**src/design/b64d_pkg.sv**
```systemverilog
package b64d_pkg;

    // Field widths
    localparam int CHAR_W  = 8;
    localparam int BYTE_W  = 8;
    localparam int CFG_W   = 16;
    localparam int TOTAL_W = 17;
    localparam int SEXT_W  = 6;

    // Largest value the limit register can hold, also its reset value
    localparam int unsigned CFG_MAX = 65535;

    // Default for the built-in output cap
    localparam int unsigned MAX_OUTPUT_DEF = 65535;

    // Pad character ends the message
    localparam logic [CHAR_W-1:0] PAD_CHAR = 8'h3D;

    // Sextet bit fields used when packing bytes
    localparam logic [SEXT_W-1:0] HI2_MASK = 6'h30;
    localparam logic [SEXT_W-1:0] LO4_MASK = 6'h0F;
    localparam logic [SEXT_W-1:0] MID4_MASK = 6'h3C;
    localparam logic [SEXT_W-1:0] LO2_MASK = 6'h03;

    // One result as it leaves the block
    typedef struct packed {
        logic [BYTE_W-1:0]  data_byte;
        logic               byte_valid;
        logic               done_res;
        logic               overflow;
        logic [TOTAL_W-1:0] total_bytes;
    } result_t;

    // Alphabet lookup: {hit, sextet}
    function automatic logic [SEXT_W:0] sextet_of(input logic [CHAR_W-1:0] c);
        logic [SEXT_W:0] r;
        r = '0;
        case (c) inside
            [8'h41:8'h5A]: r = {1'b1, 6'(c - 8'h41)};
            [8'h61:8'h7A]: r = {1'b1, 6'(c - 8'h61 + 8'd26)};
            [8'h30:8'h39]: r = {1'b1, 6'(c - 8'h30 + 8'd52)};
            8'h2B:         r = {1'b1, 6'd62};
            8'h2F:         r = {1'b1, 6'd63};
            default:       r = '0;
        endcase
        return r;
    endfunction

    // First byte of a group: all of s0, top two bits of s1
    function automatic logic [BYTE_W-1:0] pack_a(input logic [SEXT_W-1:0] s0,
                                                 input logic [SEXT_W-1:0] s1);
        logic [SEXT_W-1:0] t;
        t = s1 & HI2_MASK;
        return {s0, t[5:4]};
    endfunction

    // Second byte: low four bits of s1, upper four of s2
    function automatic logic [BYTE_W-1:0] pack_b(input logic [SEXT_W-1:0] s1,
                                                 input logic [SEXT_W-1:0] s2);
        logic [SEXT_W-1:0] t1;
        logic [SEXT_W-1:0] t2;
        t1 = s1 & LO4_MASK;
        t2 = s2 & MID4_MASK;
        return {t1[3:0], t2[5:2]};
    endfunction

    // Third byte: low two bits of s2, all of s3
    function automatic logic [BYTE_W-1:0] pack_c(input logic [SEXT_W-1:0] s2,
                                                 input logic [SEXT_W-1:0] s3);
        logic [SEXT_W-1:0] t;
        t = s2 & LO2_MASK;
        return {t[1:0], s3};
    endfunction

endpackage

```
**src/design/base64_stream_decoder.sv**
```systemverilog
// Streaming Base64 decoder, standard alphabet.
// Input channel: one character per item (char_code, end_of_text), taken at a
// clock edge with in_valid high and in_stall low. Characters outside the
// alphabet are skipped. Every fourth sextet yields three bytes. A pad or the
// marked last character flushes a partial group and gives a done result with
// the byte total; reaching the byte limit gives a done result with overflow.
// Output channel: one result per item on out_valid/out_stall; a byte result
// has byte_valid set, the closing result has done_res set.
// Configuration: cfg_we writes max_output_bytes; write only while idle. The
// limit in force is the smaller of that register and MAX_OUTPUT.
// An accepted item waits in the input register until the result buffer is
// free; it is then decoded and its results are registered into the buffer.
// Throughput: one item per cycle while the receiver does not stall and each
// item gives at most one result; an item with more results holds the decode
// stage while the output port moves them, one per cycle (at most four per item).
// Reset clears the input register, the result buffer and the message state,
// and loads the limit register with 65535. When the receiver stalls, the
// current result holds; the input register then fills, after which in_stall
// rises.
module base64_stream_decoder #(
    parameter int unsigned MAX_OUTPUT = b64d_pkg::MAX_OUTPUT_DEF
) (
    input  logic                          clk,
    input  logic                          rst_n,
    // configuration
    input  logic                          cfg_we,
    input  logic [b64d_pkg::CFG_W-1:0]    max_output_bytes,
    // input channel
    input  logic                          in_valid,
    output logic                          in_stall,
    input  logic [b64d_pkg::CHAR_W-1:0]   char_code,
    input  logic                          end_of_text,
    // output channel
    output logic                          out_valid,
    input  logic                          out_stall,
    output logic [b64d_pkg::BYTE_W-1:0]   data_byte,
    output logic                          byte_valid,
    output logic                          done_res,
    output logic                          overflow,
    output logic [b64d_pkg::TOTAL_W-1:0]  total_bytes
);
    import b64d_pkg::*;

    // Built-in cap folded into the width of the limit register
    localparam int unsigned CAP_INT = (MAX_OUTPUT < CFG_MAX) ? MAX_OUTPUT : CFG_MAX;
    localparam logic [CFG_W-1:0] LIMIT_CAP = CFG_W'(CAP_INT);

    // Registers
    logic [CFG_W-1:0]   limit_reg;
    logic               in_full_reg, in_full_next;
    logic [CHAR_W-1:0]  char_reg;
    logic               last_reg;
    logic [1:0]         cnt_reg, cnt_next;
    logic [SEXT_W-1:0]  st_reg [3];
    logic [SEXT_W-1:0]  st_next [3];
    logic [TOTAL_W-1:0] total_reg, total_next;
    logic               skip_reg, skip_next;
    logic [2:0]         grp_n_reg, grp_n_next;
    logic [1:0]         grp_idx_reg, grp_idx_next;
    result_t            grp_res_reg [4];

    // Decode working values
    logic [CFG_W-1:0]   limit;
    logic [SEXT_W:0]    lookup;
    logic [1:0]         cnt_w;
    logic [SEXT_W-1:0]  st_w [3];
    logic [TOTAL_W-1:0] tot_w;
    logic [BYTE_W-1:0]  bytes_w [3];
    logic [1:0]         nb;
    logic               has_done;
    logic               ovf_w;
    logic [2:0]         res_n;
    result_t            res_w [4];

    // Handshake
    logic               out_take;
    logic               grp_last;
    logic               grp_free;
    logic               advance;
    logic               in_take;

    assign out_valid = (grp_n_reg != 3'd0);
    assign out_take  = out_valid && !out_stall;
    assign grp_last  = ({1'b0, grp_idx_reg} + 3'd1 == grp_n_reg);
    assign grp_free  = !out_valid || (out_take && grp_last);
    assign advance   = in_full_reg && grp_free;
    assign in_stall  = in_full_reg && !advance;
    assign in_take   = in_valid && !in_stall;

    assign limit  = (limit_reg < LIMIT_CAP) ? limit_reg : LIMIT_CAP;
    assign lookup = sextet_of(char_reg);

    // Decode one character against the message state
    always_comb
    begin
        cnt_next   = cnt_reg;
        st_next    = st_reg;
        total_next = total_reg;
        skip_next  = skip_reg;
        cnt_w      = cnt_reg;
        st_w       = st_reg;
        tot_w      = total_reg;
        bytes_w    = '{default: '0};
        nb         = 2'd0;
        has_done   = 1'b0;
        ovf_w      = 1'b0;
        if (advance)
        begin
            if (skip_reg)
            begin
                // drop characters until the last one
                if (last_reg)
                begin
                    cnt_next   = 2'd0;
                    total_next = '0;
                    skip_next  = 1'b0;
                end
            end
            else if (char_reg == PAD_CHAR)
            begin
                // flush the partial group and close
                if (cnt_reg >= 2'd2)
                begin
                    bytes_w[0] = pack_a(st_reg[0], st_reg[1]);
                    nb = 2'd1;
                end
                if (cnt_reg == 2'd3)
                begin
                    bytes_w[1] = pack_b(st_reg[1], st_reg[2]);
                    nb = 2'd2;
                end
                tot_w      = total_reg + TOTAL_W'(nb);
                has_done   = 1'b1;
                cnt_next   = 2'd0;
                total_next = '0;
                skip_next  = !last_reg;
            end
            else if (total_reg >= {1'b0, limit})
            begin
                // limit reached: abort the message
                has_done   = 1'b1;
                ovf_w      = 1'b1;
                cnt_next   = 2'd0;
                total_next = '0;
                skip_next  = !last_reg;
            end
            else
            begin
                // gather a sextet, emit three bytes on the fourth
                if (lookup[SEXT_W])
                begin
                    if (cnt_reg != 2'd3)
                    begin
                        st_w[cnt_reg] = lookup[SEXT_W-1:0];
                        cnt_w = cnt_reg + 2'd1;
                    end
                    else
                    begin
                        bytes_w[0] = pack_a(st_reg[0], st_reg[1]);
                        bytes_w[1] = pack_b(st_reg[1], st_reg[2]);
                        bytes_w[2] = pack_c(st_reg[2], lookup[SEXT_W-1:0]);
                        nb    = 2'd3;
                        cnt_w = 2'd0;
                        tot_w = total_reg + TOTAL_W'(3);
                    end
                end
                if (last_reg)
                begin
                    // last character: flush what the group holds now
                    if (cnt_w >= 2'd2)
                    begin
                        bytes_w[0] = pack_a(st_w[0], st_w[1]);
                        nb = 2'd1;
                    end
                    if (cnt_w == 2'd3)
                    begin
                        bytes_w[1] = pack_b(st_w[1], st_w[2]);
                        nb = 2'd2;
                    end
                    if (cnt_w >= 2'd2)
                        tot_w = total_reg + TOTAL_W'(nb);
                    has_done   = 1'b1;
                    cnt_next   = 2'd0;
                    total_next = '0;
                    skip_next  = 1'b0;
                end
                else
                begin
                    cnt_next   = cnt_w;
                    st_next    = st_w;
                    total_next = tot_w;
                end
            end
        end
    end

    // Lay out the results of this item: bytes first, then done
    always_comb
    begin
        res_n = {1'b0, nb} + {2'b00, has_done};
        for (int i = 0; i < 3; i++)
        begin
            if (2'(i) < nb)
                res_w[i] = '{data_byte: bytes_w[i], byte_valid: 1'b1, done_res: 1'b0,
                             overflow: 1'b0, total_bytes: '0};
            else
                res_w[i] = '{data_byte: '0, byte_valid: 1'b0, done_res: 1'b1,
                             overflow: ovf_w, total_bytes: tot_w};
        end
        res_w[3] = '{data_byte: '0, byte_valid: 1'b0, done_res: 1'b1,
                     overflow: ovf_w, total_bytes: tot_w};
    end

    // Input register and result buffer control
    always_comb
    begin
        in_full_next = in_full_reg;
        if (in_take)
            in_full_next = 1'b1;
        else if (advance)
            in_full_next = 1'b0;

        grp_n_next   = grp_n_reg;
        grp_idx_next = grp_idx_reg;
        if (advance && res_n != 3'd0)
        begin
            grp_n_next   = res_n;
            grp_idx_next = 2'd0;
        end
        else if (out_take)
        begin
            if (grp_last)
                grp_n_next = 3'd0;
            else
                grp_idx_next = grp_idx_reg + 2'd1;
        end
    end

    // Control state
    always_ff @(posedge clk or negedge rst_n)
    begin
        if (!rst_n)
        begin
            limit_reg   <= CFG_W'(CFG_MAX);
            in_full_reg <= 1'b0;
            cnt_reg     <= 2'd0;
            total_reg   <= '0;
            skip_reg    <= 1'b0;
            grp_n_reg   <= 3'd0;
            grp_idx_reg <= 2'd0;
        end
        else
        begin
            if (cfg_we)
                limit_reg <= max_output_bytes;
            in_full_reg <= in_full_next;
            cnt_reg     <= cnt_next;
            total_reg   <= total_next;
            skip_reg    <= skip_next;
            grp_n_reg   <= grp_n_next;
            grp_idx_reg <= grp_idx_next;
        end
    end

    // Payload registers
    always_ff @(posedge clk)
    begin
        if (in_take)
        begin
            char_reg <= char_code;
            last_reg <= end_of_text;
        end
        st_reg <= st_next;
        if (advance && res_n != 3'd0)
            grp_res_reg <= res_w;
    end

    // Present the current result
    assign data_byte   = grp_res_reg[grp_idx_reg].data_byte;
    assign byte_valid  = grp_res_reg[grp_idx_reg].byte_valid;
    assign done_res    = grp_res_reg[grp_idx_reg].done_res;
    assign overflow    = grp_res_reg[grp_idx_reg].overflow;
    assign total_bytes = grp_res_reg[grp_idx_reg].total_bytes;

endmodule

```
**config.mk**
```make
export PLATFORM = sky130hd
export DESIGN_NAME = base64_stream_decoder
export DESIGN_NICKNAME = d
export VERILOG_FILES = /design/src/design/b64d_pkg.sv /design/src/design/base64_stream_decoder.sv
export SDC_FILE = /design/constraint.sdc
export NUM_CORES = 1
export LEC_CHECK = 0
export ABC_AREA = 1
export BUFFER_PORTS_ARGS = -buffer_cell sky130_fd_sc_hd__buf_2
export CAP_MARGIN = 20
export CORE_MARGIN = 2
export CORE_UTILIZATION = 62
export CTS_CLUSTER_DIAMETER = 80
export DETAILED_ROUTE_END_ITERATION = 12
export GPL_ROUTABILITY_DRIVEN = 0
export PLACE_DENSITY = 0.89
export RECOVER_POWER = 100
export SYNTH_ARGS = -nofsm -noshare
export SYNTH_HDL_FRONTEND = slang
export SYNTH_SLANG_ARGS = --single-unit
```
**constraint.sdc**
```tcl
create_clock -name clk -period 12.86 [get_ports clk]
set_input_delay 1.286 -clock clk [delete_from_list [all_inputs] [get_ports clk]]
set_output_delay 1.286 -clock clk [all_outputs]
set_load 0.01 [all_outputs]
```
Word level (Yosys, flattened, before mapping)
Index checks and enable logic that the tools add are counted.
W data, S select, Z words.
{"block": "word_totals", "reg_bits": 171, "input_bits": 30, "wordCells": 197, "out_inout_bits": 30}
{"block": "op_classes", "muxes": 90, "n_reduce_logical": 29, "add_sub_neg": 12, "bitwise_logic": 11, "order_cmp": 16, "eq_ne": 9}
{"op": "$mux W17", "n": 13}
{"op": "$mux W24", "n": 3}
{"op": "$mux W2", "n": 32}
{"op": "$mux W20", "n": 3}
{"op": "$bmux W28 S2", "n": 1}
{"op": "$mux W28", "n": 2}
{"op": "$mux W16", "n": 3}
{"op": "$mux W18", "n": 2}
{"op": "$mux W7", "n": 5}
{"op": "$add A17 B2 Y17", "n": 2}
{"op": "$mux W8", "n": 4}
{"op": "$eq A8 B6 Y1 const B", "n": 3}
{"op": "$bwmux W18", "n": 1}
{"op": "$add A17 B2 Y17 const B", "n": 1}
{"op": "$ge A17 B16 Y1", "n": 1}
{"op": "$ge A8 B7 Y1 const B", "n": 2}
{"op": "$le A8 B7 Y1 const B", "n": 2}
{"op": "$lt A16 B16 Y1 const B", "n": 1}
{"op": "$mux W1", "n": 16}
{"op": "$demux W6 S2", "n": 1}
{"op": "$sub A6 B6 Y6 const B", "n": 2}
{"op": "$logic_and A1 B1 Y1", "n": 10}
{"op": "$mux W3", "n": 3}
{"op": "$not A1 Y1", "n": 9}
{"op": "28 further kinds", "n": 45}

Longest topological paths before layout
Gate-level depths: netlist (run 1).
{"block": "logic_depth", "ltp_word": 29, "ltp_mapped": 28, "mapped_depth_nobuf": 27}

Worst setup path before layout (run 1)
OpenSTA, ideal clock, no wires.
{"block": "synth_timing", "kind": "input port to flip-flop", "from": "in out_stall", "to": "reg grp_idx_reg[0]", "slack_ns": 3.624, "path_stages": 15, "setup_time_ns": 0.125, "t_required_ns": 12.735, "arrival_time_ns": 9.111, "n_path_buf": 1, "cell_sequence": "a31oi_1 nand2_1 nand2_1 nand2_2 nor2_4 inv_1 a21oi_4 buf_2 ha_1 inv_1 a31oi_1 inv_1 nand4_1 a21boi_0 inv_1"}
{"block": "synth_between", "elab_chain_len": 11, "elab_cells_between_ends": 14, "cone_classes": "1 x add/sub; 1 x eq/ne; 3 x mux; 9 x reduce/logical"}
{"element": "start, declared", "line_no": "base64_stream_decoder.sv:35", "source": "input logic out_stall,"}
{"element": "$logic_not A1 Y1 *", "line_no": "base64_stream_decoder.sv:83", "source": "assign out_take = out_valid && !out_stall;"}
{"element": "$logic_and A1 B1 Y1 *", "line_no": "base64_stream_decoder.sv:83"}
{"element": "$logic_and A1 B1 Y1 *", "line_no": "base64_stream_decoder.sv:85", "source": "assign grp_free = !out_valid || (out_take && grp_last);"}
{"element": "$logic_or A1 B1 Y1 *", "line_no": "base64_stream_decoder.sv:85"}
{"element": "$logic_and A1 B1 Y1 *", "line_no": "base64_stream_decoder.sv:86", "source": "assign advance = in_full_reg && grp_free;"}
{"element": "$mux W2 *", "line_no": "base64_stream_decoder.sv:107", "source": "if (advance)"}
{"element": "via nb[1]", "line_no": "base64_stream_decoder.sv:69", "source": "logic [1:0] nb;"}
{"element": "$add A2 B1 Y3 *", "line_no": "base64_stream_decoder.sv:200", "source": "res_n = {1'b0, nb} + {2'b00, has_done};"}
{"element": "$reduce_bool A3 Y1 *", "line_no": "base64_stream_decoder.sv:225", "source": "if (advance && res_n != 3'd0)"}
{"element": "$logic_and A1 B1 Y1 *", "line_no": "base64_stream_decoder.sv:225"}
{"element": "$ne A2 B1 Y1 (no line) or $reduce_bool A2 Y1 (tied branches)"}
{"element": "$reduce_and A2 Y1 (no line)"}
{"element": "end signal, assigned", "line_no": "base64_stream_decoder.sv:261", "source": "grp_idx_reg <= grp_idx_next;"}
{"element": "end, declared", "line_no": "base64_stream_decoder.sv:59", "source": "logic [1:0] grp_idx_reg, grp_idx_next;"}
Mark *: on every way through the listed nets, which the timed path passes. The rest lies on a longest branch.
A chain may end at the register's enable or synchronous reset.

Final worst setup path (run 1)
{"block": "layout_timing", "from": "reg grp_idx_reg[1]", "to": "reg grp_res_reg[68] (netlist name), enable pin"}
{"block": "layout_between", "elab_chain_len": 9, "elab_cells_between_ends": 10, "cone_classes": "2 x add/sub; 1 x eq/ne; 2 x mux; 5 x reduce/logical"}
{"element": "$add A2 B1 Y3 *", "line_no": "base64_stream_decoder.sv:84", "source": "assign grp_last = ({1'b0, grp_idx_reg} + 3'd1 == grp_n_reg);"}
{"element": "$eq A3 B3 Y1 *", "line_no": "base64_stream_decoder.sv:84"}
{"element": "$logic_and A1 B1 Y1 *", "line_no": "base64_stream_decoder.sv:85"}
{"element": "$logic_or A1 B1 Y1 *", "line_no": "base64_stream_decoder.sv:85"}
{"element": "$logic_and A1 B1 Y1 *", "line_no": "base64_stream_decoder.sv:86"}
{"element": "$mux W2 or $mux W1 (tied branches)", "line_no": "base64_stream_decoder.sv:107"}
{"element": "$add A2 B1 Y3", "line_no": "base64_stream_decoder.sv:200"}
{"element": "$reduce_bool A3 Y1", "line_no": "base64_stream_decoder.sv:274", "source": "if (advance && res_n != 3'd0)"}
{"element": "$logic_and A1 B1 Y1 *", "line_no": "base64_stream_decoder.sv:274"}
{"element": "end signal, assigned", "line_no": "base64_stream_decoder.sv:275", "source": "grp_res_reg <= res_w;"}
{"element": "end, declared", "line_no": "base64_stream_decoder.sv:60", "source": "result_t grp_res_reg [4];"}
Mark *: on every way between the ends. The rest lies on a longest branch, timed or not.

==> results of run 1 <==
power groups by stage:
stage                     sequential, uW  combinational [uW]  clock (uW)
after floorplan                      967                 924           0
after detailed placement             977                1220           0
after global routing                 992                1350         538
after CTS                            968                1250         516
after global placement               967                1170           0
final                                976                1210         513
cell usage in the layout, fill, tap and decap left out, types with 6 or more instances in the layout:
cell	n
o21ai_1	7
inv_6	6
nand3_1	70
edfxtp_1	129
nor2_2	15
nand2_2	12
clkbuf_1	34
clkinv_1	6
ha_1	36
a21oi_1	40
inv_2	12
xor2_1	22
nand2_1	380
o22ai_1	31
o21ai_0	133
nand4_1	15
nor2_1	207
dfstp_2	16
buf_2	27
clkbuf_16	17
dfrtp_1	26
a21boi_0	6
inv_1	165
nor3_1	7
kinds of logic (layout without fill, tap and decap cells):
kind of cell,after synthesis,count (layout)
flops,171,171
fa+ha+maj,38,38
mux,1,1
xor+xnor,26,26
simple gates,724,724
buf+inv,234,278
compound gates,228,228
worst paths after layout:
kind,slack (ns),depth (start not counted),startpoint,end
setup / recovery,4.41,13,grp_idx_reg[1],grp_res_reg[68]
hold / removal,0.49,2,limit_reg[4],limit_reg[4]
setup reg to reg,4.41,13,grp_idx_reg[1],grp_res_reg[68]
hold reg to reg,0.49,2,limit_reg[4],limit_reg[4]
max in group asynchronous,9.91,2,rst_n,grp_idx_reg[0]
min in group asynchronous,0.77,1,rst_n,total_reg[10]
per-stage QoR:
step,hold WS (ns),utilization
detailed placement,0.489,0.654
finish,0.492,0.679
CTS,0.499,0.688
global placement,0.477,0.654
floorplan,0.463,-
global route,0.515,0.679
worst register-to-register path, delay by kind of cell (launching register included):
family          cells  cell delay, ns
buf+inv             3            2.80
simple gates        5            1.78
compound gates      2            1.70
flops               1            0.79
fa+ha+maj           2            0.73
xor+xnor            1            0.17
final cells by class:
| cell class | count | area (um2) |
|---|---|---|
| clock buffers | 17 | 425 |
| inverters | 181 | 679 |
| well taps | 225 | 282 |
| multi-input cells | 1017 | 4970 |
| flip-flops and latches | 171 | 4940 |
| repair buffers | 65 | 293 |
| fillers | 1380 | 5550 |
| clock inverters | 15 | 154 |
per-layer routing:
layer | global-route usage | vias to the layer above | routed length (um) | share of wire
met4 | 0.119 | 0 | 916 | 0.033
met2 | 0.483 | 614 | 12700 | 0.46
met1 | 0.415 | 4394 | 11000 | 0.40
li1 | - | 4673 | - | -
met3 | 0.0567 | 102 | 2910 | 0.11
met5 | 0 | - | 0 | 0
==> flow_summary_export.csv, run 1 <==
group,metric,value,unit
power,ir_worst_vdd,0.139,mV
timing,slew_viol_final,111,
power,sw_frac_of_total,0.452,
drt,num_vias,9783,
power,p_comb_frac,0.449,
power,p_int,1480,uW
final_layout,nets,1521,
cts,htreeDepth,4,
logic_synthesis,synth_top_area_cell,"edfxtp_1",
logic_synthesis,synth_nets,1490,
power,p_leak,0.00529,uW
logic_synthesis,synthAdderAreaFrac,0.0448,
worst_setup_path,startpoint_type,"flip-flop",
worst_setup_path,critPathArrivalTime,8.45,ns
final_layout,drive_gt1_frac,0.0894,
logic_synthesis,synth_ff_type,"edfxtp_1",
final_layout,largest_reg_flops,102,
timing,fin_crit,8.45,ns
job,cap_violations,3,
status,status,"complete, but fails checks",
logic_synthesis,synthDistinctLibCells,46,
timing,skew,0.0107,ns
cts,cts_root_buf,"clkbuf_16",
final_layout,antennaDiodeCount,0,
logic_synthesis,syn-cell-area,10900,um2
timing,finalSetupViolCount,0,
logic_synthesis,synthSimpleGateAreaFrac,0.283,
cts,cts_buffers,17,
grt,grt_pass1_wl,44.0,mm
floorplan,coreArea,17300,um2
placed_design,pre_cts_slack,7.59,ns
worst_setup_path,path_max_fanout,54,
logic_synthesis,syn_avg_cell_area,7.70,um2
worst_setup_path,slowest_delay,2.02,ns
floorplan,die_area,18700,um2
timing,worstMarginPinSlew,2.82,ns
logic_synthesis,yosysSeqAreaShare,0.452,
drt,drtAntennaViolNets,0,
timing,post-route-period-util,0.657,
grt,antenna_found_initial,0,
power,pwr-share-seq,0.361,
cts,clock-sinks,171,
placed_design,io_buffers,59,
grt,grt_pass1_vias,8891,
worst_setup_path,path_cells,"ha_1 > xor2_1 > nor3b_1 > nand2_1 > nand2_1 > nand2_1 > nor2_1 > inv_1 > a21oi_1 > ha_1 > inv_1 > a31oi_1 > clkbuf_1",
floorplan,ioPinCount,60,
logic_synthesis,synth_edf_count,129,
logic_synthesis,yosysMostFrequentCell,"nand2_1",
worst_setup_path,crit_top_cell,"nand2_1",
worst_setup_path,critPathBufInv,3,
grt,grt_use_total,0.304,
grt,grt.overflow.total,0,
worst_setup_path,path_delay_family,"buffers and inverters",
power,p_sw,1220,uW
status,failed_checks,"capacitance limit, slew limit",
grt,grt_max_degree,55,
timing,fmax,0.118,GHz
logic_synthesis,synth_compound_gate_area_share,0.113,
logic_synthesis,synthXorXnorAreaFrac,0.0208,
timing,rsz0062_at_grt,"no",
cts,cts_tree,"yes",
placed_design,postPlaceCellArea,11300,um2
logic_synthesis,synth_common_cells,"nand2_1, nor2_1, inv_1, o21ai_0, edfxtp_1",
worst_setup_path,endpoint_kind,"flip-flop",
floorplan,die_width,137,um
placed_design,dp_cells,1658,
drt,wl_per_cell,16.3,um
drt,drc,0,
final_layout,area_growth,7.28,%
logic_synthesis,synth.area.top_cells,"edfxtp_1, nand2_1, nor2_1",
logic_synthesis,synthCells,1422,
worst_setup_path,setup.worst_path.class,"flip-flop to flip-flop",
placed_design,hpwlAfterDp,18.3,mm
power,powerDensity,230,nW/um2
cts,cts_setup_buffers,0,
cts,cts.clk_slew.worst_paths,0.07,ns
logic_synthesis,yosysWarnings,0,
logic_synthesis,synth_top_family_by_area,"simple AND/OR/NAND/NOR gates",
logic_synthesis,muxShareOfSynthArea,0.00103,
worst_setup_path,slowest_stage,"clkbuf_1",
logic_synthesis,yosysTopAreaCellShare,0.354,
floorplan,fp-row-count,48,
timing,slew-limit-headroom,-0.881,
worst_hold_path,min_path_type,"flip-flop to flip-flop",
floorplan,start_util,0.633,
timing,fin_setup_tns,0,ns
cts,clock_latency,0.44,ns
drt,firstDrtPassIters,8,
worst_setup_path,worstPathRequired,12.86,ns
floorplan,fp.dieH,137,um
drt,drtIter0Drc,1449,
cts,ctsHoldBuffers,0,
final_layout,final_cell_area,11700,um2
final_layout,fin_cells,1691,
power,power.total,2700,uW
timing,setup_ws,4.41,ns
logic_synthesis,ys_seq_elements,171,
cts,cts.path.max_buffers,2,
timing,hold_violations,0,
power,pwr-share-clk,0.190,
drt,detail_route.vias_per_cell,5.79,
drt,totalWireLength,27.5,mm
logic_synthesis,postSynth.asyncResetShare,0.246,
cts,cts-resized-gates,0,
Note: power is estimated with default switching activity, not from simulation.
==> run 2, diff against run 1 <==
--- a/config.mk
+++ b/config.mk
@@ -5,7 +5,7 @@
 export SDC_FILE = /design/constraint.sdc
 export NUM_CORES = 1
 export LEC_CHECK = 0
-export ABC_AREA = 1
+export ABC_AREA = 0
 export BUFFER_PORTS_ARGS = -buffer_cell sky130_fd_sc_hd__buf_2
 export CAP_MARGIN = 20
 export CORE_MARGIN = 2
==> constraint.sdc (replaced) <==
create_clock -name clk -period 8.35 [get_ports clk]
set_input_delay 0.835 -clock clk [delete_from_list [all_inputs] [get_ports clk]]
set_output_delay 0.835 -clock clk [all_outputs]
set_load 0.01 [all_outputs]
==> run 2 against run 1 <==
Net effect: the flow still finishes with violations (capacitance limit, slew limit); first-iteration DRC count is 17% lower; sequential cell count unchanged; total power increased by 6.0%; hold slack gained 0.016 ns; cell area is 8.8% lower; routed wire length is 16% lower; sequential share of layout area up 4.1 points; fmax up 28%.
==> flow_summary_export.csv, run 2 <==
group,metric,value,unit
status,status,"complete, but fails checks",
status,failed_checks,"capacitance limit, slew limit",
floorplan,die_area,16900,um2
logic_synthesis,synth_edf_count,129,
grt,grt_pass1_wl,36.9,mm
drt,detail_route.vias_per_cell,6.56,
worst_setup_path,reg2reg_from,"grp_idx_reg[0]",
worst_hold_path,hold-path-cell-count,2,
cts,cts_setup_buffers,0,
worst_setup_path,regToRegSetupSlack,1.73,ns
logic_synthesis,synth.area.top_cells,"edfxtp_1, dfrtp_1, ha_1",
power,p_int,1820,uW
drt,firstDrtPassIters,7,
cts,cts.clk_slew.worst_paths,0.07,ns
placed_design,io_buffers,59,
final_layout,nets,1020,
floorplan,ioPinCount,60,
drt,drtAntennaViolNets,0,
timing,skew,0.0103,ns
worst_setup_path,slowest_stage,"clkbuf_1",
final_layout,area_growth,8.58,%
cts,cts.path.max_buffers,2,
final_layout,postLayoutCoreUtil,0.681,
floorplan,fp.dieH,130,um
timing,worstMarginPinSlew,2.81,ns
final_layout,drive_gt1_frac,0.127,
logic_synthesis,synth_top_area_cell,"edfxtp_1",
grt,grt.overflow.total,0,
power,pwr-share-clk,0.260,
logic_synthesis,synth_ff_type,"edfxtp_1",
power,powerDensity,268,nW/um2
cts,cts_tree,"yes",
timing,finalSetupViolCount,0,
logic_synthesis,synthCells,916,
worst_hold_path,min-delay-start,"limit_reg[2]",
power,p_leak,0.00406,uW
worst_setup_path,rr_endpoint,"grp_res_reg[59]",
logic_synthesis,yosysSeqAreaShare,0.501,
drt,num_vias,7749,
final_layout,mostFrequentLayoutCell,"edfxtp_1",
cts,clock-sinks,171,
floorplan,start_util,0.628,
job,cap_violations,3,
timing,hold_violations,0,
drt,wl_per_cell,19.7,um
logic_synthesis,yosysWarnings,0,
grt,grt_max_degree,71,
power,ir_worst_vdd,0.164,mV
worst_setup_path,worstPathRequired,8.41,ns
floorplan,fp-row-count,46,
power,pwr-share-seq,0.413,
worst_setup_path,path_max_fanout,70,
logic_synthesis,postSynth.asyncResetShare,0.246,
logic_synthesis,syn-cell-area,9860,um2
logic_synthesis,ys_seq_elements,171,
worst_hold_path,min_path_type,"flip-flop to flip-flop",
cts,ctsHoldBuffers,0,
drt,drtIter0Drc,1197,
logic_synthesis,synthDistinctLibCells,91,
worst_setup_path,reg2regPathDepth,10,
worst_setup_path,crit_top_cell,"clkbuf_1",
worst_setup_path,critPathArrivalTime,6.68,ns
cts,cts-resized-gates,0,
logic_synthesis,yosysMostFrequentCell,"edfxtp_1",
logic_synthesis,yosysTopAreaCellShare,0.393,
logic_synthesis,synth_nets,984,
worst_setup_path,endpoint_kind,"flip-flop",
final_layout,antennaDiodeCount,0,
power,p_comb_frac,0.327,
final_layout,fillers,1196,
logic_synthesis,synth_common_cells,"edfxtp_1, nand2_1, nor2_1, o21ai_0, a21oi_1",
power,sw_frac_of_total,0.365,
grt,grt_pass1_vias,7131,
final_layout,layout_common_cells,"edfxtp_1, nand2_1, nor2_1, o21ai_0, a21oi_1",
timing,rsz0062_at_grt,"no",
cts,cts_buffers,17,
drt,totalWireLength,23.2,mm
floorplan,coreArea,15700,um2
timing,fin_crit,6.62,ns
timing,fmax,0.151,GHz
timing,whs,0.508,ns
timing,slew_viol_final,96,
worst_setup_path,startpoint_type,"flip-flop",
logic_synthesis,syn_avg_cell_area,10.8,um2
cts,clock_latency,0.44,ns
power,p_sw,1040,uW
worst_setup_path,setup.worst_path.class,"flip-flop to flip-flop",
worst_setup_path,path_cells,"clkbuf_1 > xnor2_1 > o41ai_1 > nand2_1 > clkbuf_1 > a21o_1 > inv_2 > ha_1 > o31a_2 > buf_4",
timing,post-route-period-util,0.793,
drt,drc,0,
floorplan,die_width,130,um
placed_design,hpwlAfterDp,16.0,mm
grt,antenna_found_initial,1,
final_layout,largest_reg_flops,102,
cts,htreeDepth,4,
grt,grt_use_total,0.284,
timing,fin_setup_tns,0,ns
cts,cts_root_buf,"clkbuf_16",
worst_hold_path,whs_endpoint,"limit_reg[2]",
worst_setup_path,slowest_delay,1.59,ns
timing,slew-limit-headroom,-0.875,
-- run 2: cell count changes in the layout (fill, tap and decap cells not counted), moves of 15 or more --
cell / delta
nand2_1: -297
nor2_1: -124
inv_1: -120
o21ai_0: -67
nand3_1: -40
o22ai_1: -30
nor3_1: +20
mux4_2: +18
xor2_1: -18
mux2i_1: +16
a22oi_1: +15
-- run 2: layout make-up --
class	instances	area, um2	share of cell area
timing repair buffer	66	320	0.0299
multi-input combinational	649	4450	0.416
tap	216	270	0.0252
clock inverter	14	116	0.0109
sequential	171	4940	0.462
inverter	47	176	0.0165
clock buffer	18	429	0.0401
-- run 2: through the flow --
| step | instances | total power, uW | setup WS [ns] | area, um2 |
|---|---|---|---|---|
| 2_1_floorplan | 916 | 1860 | 2.50 | 9860 |
| 3_3_place_gp | 1148 | 2100 | 2.83 | 10200 |
| 3_5_place_dp | 1148 | 2140 | 2.62 | 10200 |
| 4_1_cts | 1180 | 2870 | 2.59 | 10800 |
| 5_1_grt | 1181 | 3000 | 1.17 | 10700 |
| 6_report | 1181 | 2870 | 1.73 | 10700 |
-- run 2: worst max-delay path by stage --
stage / startpoint / end / slack [ns] / depth (start not counted)
detailed placement: total_reg[6] / grp_res_reg[37] / 2.62 / 12
floorplan: limit_reg[4] / grp_res_reg[0] / 2.50 / 13
CTS: total_reg[6] / grp_res_reg[98] / 2.59 / 12
global placement: total_reg[6] / grp_res_reg[33] / 2.83 / 12
global route: grp_idx_reg[0] / grp_res_reg[14] / 1.17 / 10
finish: grp_idx_reg[0] / grp_res_reg[59] / 1.73 / 10
-- run 2: layer usage --
metal  share of wire  track usage  wire length, um  vias up
met4           0.033        0.113              756        2
met3           0.093       0.0525             2150       93
met2            0.46        0.436            10600      462
met5         0.00056            0               13        -
met1            0.42        0.404             9670     3643
li1                -            -                -     3549
-- run 2: worst max-delay path, delay by kind of cell, from the launching register on --
kind,cells,cell delay (ns)
simple gates,1,0.09
compound gates,3,1.39
buf+inv,4,3.62
fa+ha+maj,1,0.42
xor+xnor,1,0.27
flops,1,0.38
-- run 2: cells by family (layout without fill, tap and decap cells) --
family	count (synthesis)	in the layout	synth area share
AO/OA/AOI/OAI	257	257	0.182
XOR/XNOR	9	9	0.00799
adder cells (fa/ha/maj)	38	38	0.0497
buffers and inverters	96	145	0.0410
flip-flops	171	171	0.501
multiplexers	39	39	0.0631
AND/OR/NAND/NOR	306	306	0.155
-- run 2: power groups by stage --
| stage | registers [uW] | logic (uW) | clock network (uW) |
|---|---|---|---|
| final | 1180 | 939 | 745 |
| after global routing | 1200 | 1020 | 778 |
| after CTS | 1180 | 944 | 744 |
| after detailed placement | 1200 | 938 | 0 |
| after floorplan | 1190 | 678 | 0 |
| after global placement | 1190 | 914 | 0 |
==> run 3, diff against run 2 <==
--- a/config.mk
+++ b/config.mk
@@ -9,11 +9,11 @@
 export BUFFER_PORTS_ARGS = -buffer_cell sky130_fd_sc_hd__buf_2
 export CAP_MARGIN = 20
 export CORE_MARGIN = 2
-export CORE_UTILIZATION = 62
+export CORE_UTILIZATION = 56
 export CTS_CLUSTER_DIAMETER = 80
 export DETAILED_ROUTE_END_ITERATION = 12
 export GPL_ROUTABILITY_DRIVEN = 0
-export PLACE_DENSITY = 0.89
+export PLACE_DENSITY = 0.85
 export RECOVER_POWER = 100
 export SYNTH_ARGS = -nofsm -noshare
 export SYNTH_HDL_FRONTEND = slang
==> constraint.sdc (replaced) <==
create_clock -name clk -period 5.5 [get_ports clk]
set_input_delay 0.55 -clock clk [delete_from_list [all_inputs] [get_ports clk]]
set_output_delay 0.55 -clock clk [all_outputs]
set_load 0.01 [all_outputs]
==> run 3 against run 2 <==
Net effect: the flow still finishes with violations (capacitance limit, slew limit); first-iteration DRC count is 17% lower; clock power is 56% higher; register-to-register slack worse by 1.2 ns; sequential cell count stayed put; via count is 0.67% lower; combinational power is 52% higher; worst setup slack worse by 1.2 ns; critical path type unchanged; highest routed layer is now met4.
==> flow_summary_export.csv, run 3 (synthesis gave the netlist of run 2 again) <==
group,metric,value,unit
status,status,"complete, but fails checks",
status,failed_checks,"capacitance limit, slew limit",
timing,slew_viol_final,115,
final_layout,area_growth,9.06,%
drt,num_vias,7697,
grt,grt_use_total,0.259,
grt,top_usage_layer,"met2",
grt,antenna_found_initial,0,
drt,firstDrtPassIters,5,
timing,finalSetupViolCount,0,
timing,fmax,0.200,GHz
worst_setup_path,rr_endpoint,"grp_res_reg[6]",
cts,cts_root_buf,"clkbuf_16",
floorplan,die_width,137,um
grt,grt_pass1_vias,7127,
timing,fin_crit,5.01,ns
floorplan,ioPinCount,60,
timing,worstMarginPinSlew,2.02,ns
drt,drtAntennaViolNets,0,
final_layout,multiInputGateArea,4460,um2
worst_setup_path,endpoint_kind,"flip-flop",
grt,gr-usage-met2,0.396,
final_layout,mostFrequentLayoutCell,"edfxtp_1",
floorplan,fp-row-count,48,
worst_setup_path,worstPathRequired,5.65,ns
worst_setup_path,reg2regPathDepth,13,
power,powerDensity,408,nW/um2
power,p_leak,0.00405,uW
cts,htreeDepth,4,
final_layout,drive_gt1_frac,0.127,
placed_design,postPlaceCellArea,10300,um2
final_layout,final_cell_area,10800,um2
grt,grt_pass1_wl,36.9,mm
cts,cts.path.max_buffers,2,
final_layout,antennaDiodeCount,0,
floorplan,coreArea,17200,um2
drt,totalWireLength,23.3,mm
timing,slew-limit-headroom,-0.349,
final_layout,ff_latch_area,4940,um2
timing,fin_setup_tns,0,ns
final_layout,layout_common_cells,"edfxtp_1, nor2_1, nand2_1, o21ai_0, a21oi_1",
cts,cts.clk_slew.worst_paths,0.07,ns
worst_setup_path,setup.worst_path.class,"flip-flop to flip-flop",
placed_design,hpwlAfterDp,16.0,mm
cts,cts-resized-gates,0,
cts,clock_latency,0.44,ns
drt,detail_route.vias_per_cell,6.45,
timing,skew,0.0106,ns
placed_design,io_buffers,59,
cts,clock-sinks,171,
floorplan,fp.dieH,137,um
drt,wl_per_cell,19.5,um
timing,rsz0062_at_grt,"no",
worst_setup_path,startpoint_type,"flip-flop",
job,cap_violations,3,
worst_hold_path,min_path_type,"input port to async pin",
grt,grt.met3_usage,0.0600,
cts,cts_buffers,17,
final_layout,largest_reg_flops,102,
final_layout,fillers,1328,
cts,cts_setup_buffers,0,
timing,hold_violations,0,
worst_setup_path,path_max_fanout,13,
drt,drtIter0Drc,991,
worst_setup_path,reg2reg_from,"char_reg[2]",
drt,drc,0,
worst_setup_path,regToRegSetupSlack,0.49,ns
floorplan,die_area,18700,um2
grt,grt.overflow.total,0,
cts,ctsHoldBuffers,0,
worst_setup_path,crit_start,"char_reg[2]",
final_layout,nets,1025,
grt,grt_max_degree,47,
worst_setup_path,critPathArrivalTime,5.17,ns
floorplan,start_util,0.572,
grt,grtUsageMet1,0.361,
cts,cts_tree,"yes",
power,ir_worst_vdd,0.251,mV
timing,post-route-period-util,0.911,
==> run 3: area by class of cell <==
type                       instances  share of cell area
clock inverter                    13              0.0131
inverter                          47              0.0164
multi-input combinational        649               0.414
sequential                       171               0.460
tap                              225              0.0262
timing repair buffer              71              0.0301
clock buffer                      18              0.0399
==> run 3: worst max path at each step <==
stage	to	slack [ns]	cells past startpoint
global placement	grp_res_reg[51]	0.90	12
finish	grp_res_reg[6]	0.49	13
detailed placement	grp_res_reg[51]	0.74	12
global route	grp_res_reg[52]	0.12	12
CTS	grp_res_reg[51]	0.68	12
floorplan	grp_res_reg[0]	0.86	13
==> run 3: critical path: stages (launching register included) <==
cell      delay (ns)
edfxtp_1        0.53
inv_1           0.15
ha_1            0.32
a21boi_0        0.27
o211ai_1        0.18
o21a_1          0.39
nor2_1          0.45
o21ai_0         0.26
ha_1            0.30
fa_1            0.44
o211ai_1        0.28
a211oi_1        0.18
a311oi_1        0.87
inv_1           0.11
==> run 3: report_power, final <==
| group | internal (uW) | leakage [uW] | total, uW | switching, uW |
|---|---|---|---|---|
| registers | 1700 | 0.00174 | 1800 | 98.4 |
| logic | 482 | 0.00205 | 1430 | 948 |
| clock network | 633 | 0.000262 | 1160 | 528 |
| total | 2810 | 0.00405 | 4390 | 1570 |
==> run 3: metrics by stage <==
| stage | hold WS [ns] | setup slack, ns | instances | total power, uW | util |
|---|---|---|---|---|---|
| after floorplan | 0.254 | 0.865 | 916 | 2820 | - |
| after global placement | 0.497 | 0.905 | 1162 | 3220 | 0.598 |
| after detailed placement | 0.503 | 0.742 | 1162 | 3260 | 0.598 |
| after CTS | 0.277 | 0.684 | 1193 | 4420 | 0.631 |
| after global routing | 0.175 | 0.116 | 1194 | 4600 | 0.624 |
| final | 0.148 | 0.488 | 1194 | 4390 | 0.624 |
==> run 3: per-layer routing <==
metal  wire length [um]  share of wire
met5                  0              0
met4                761          0.033
met3               2260          0.097
met2              10600           0.46
met1               9670           0.42
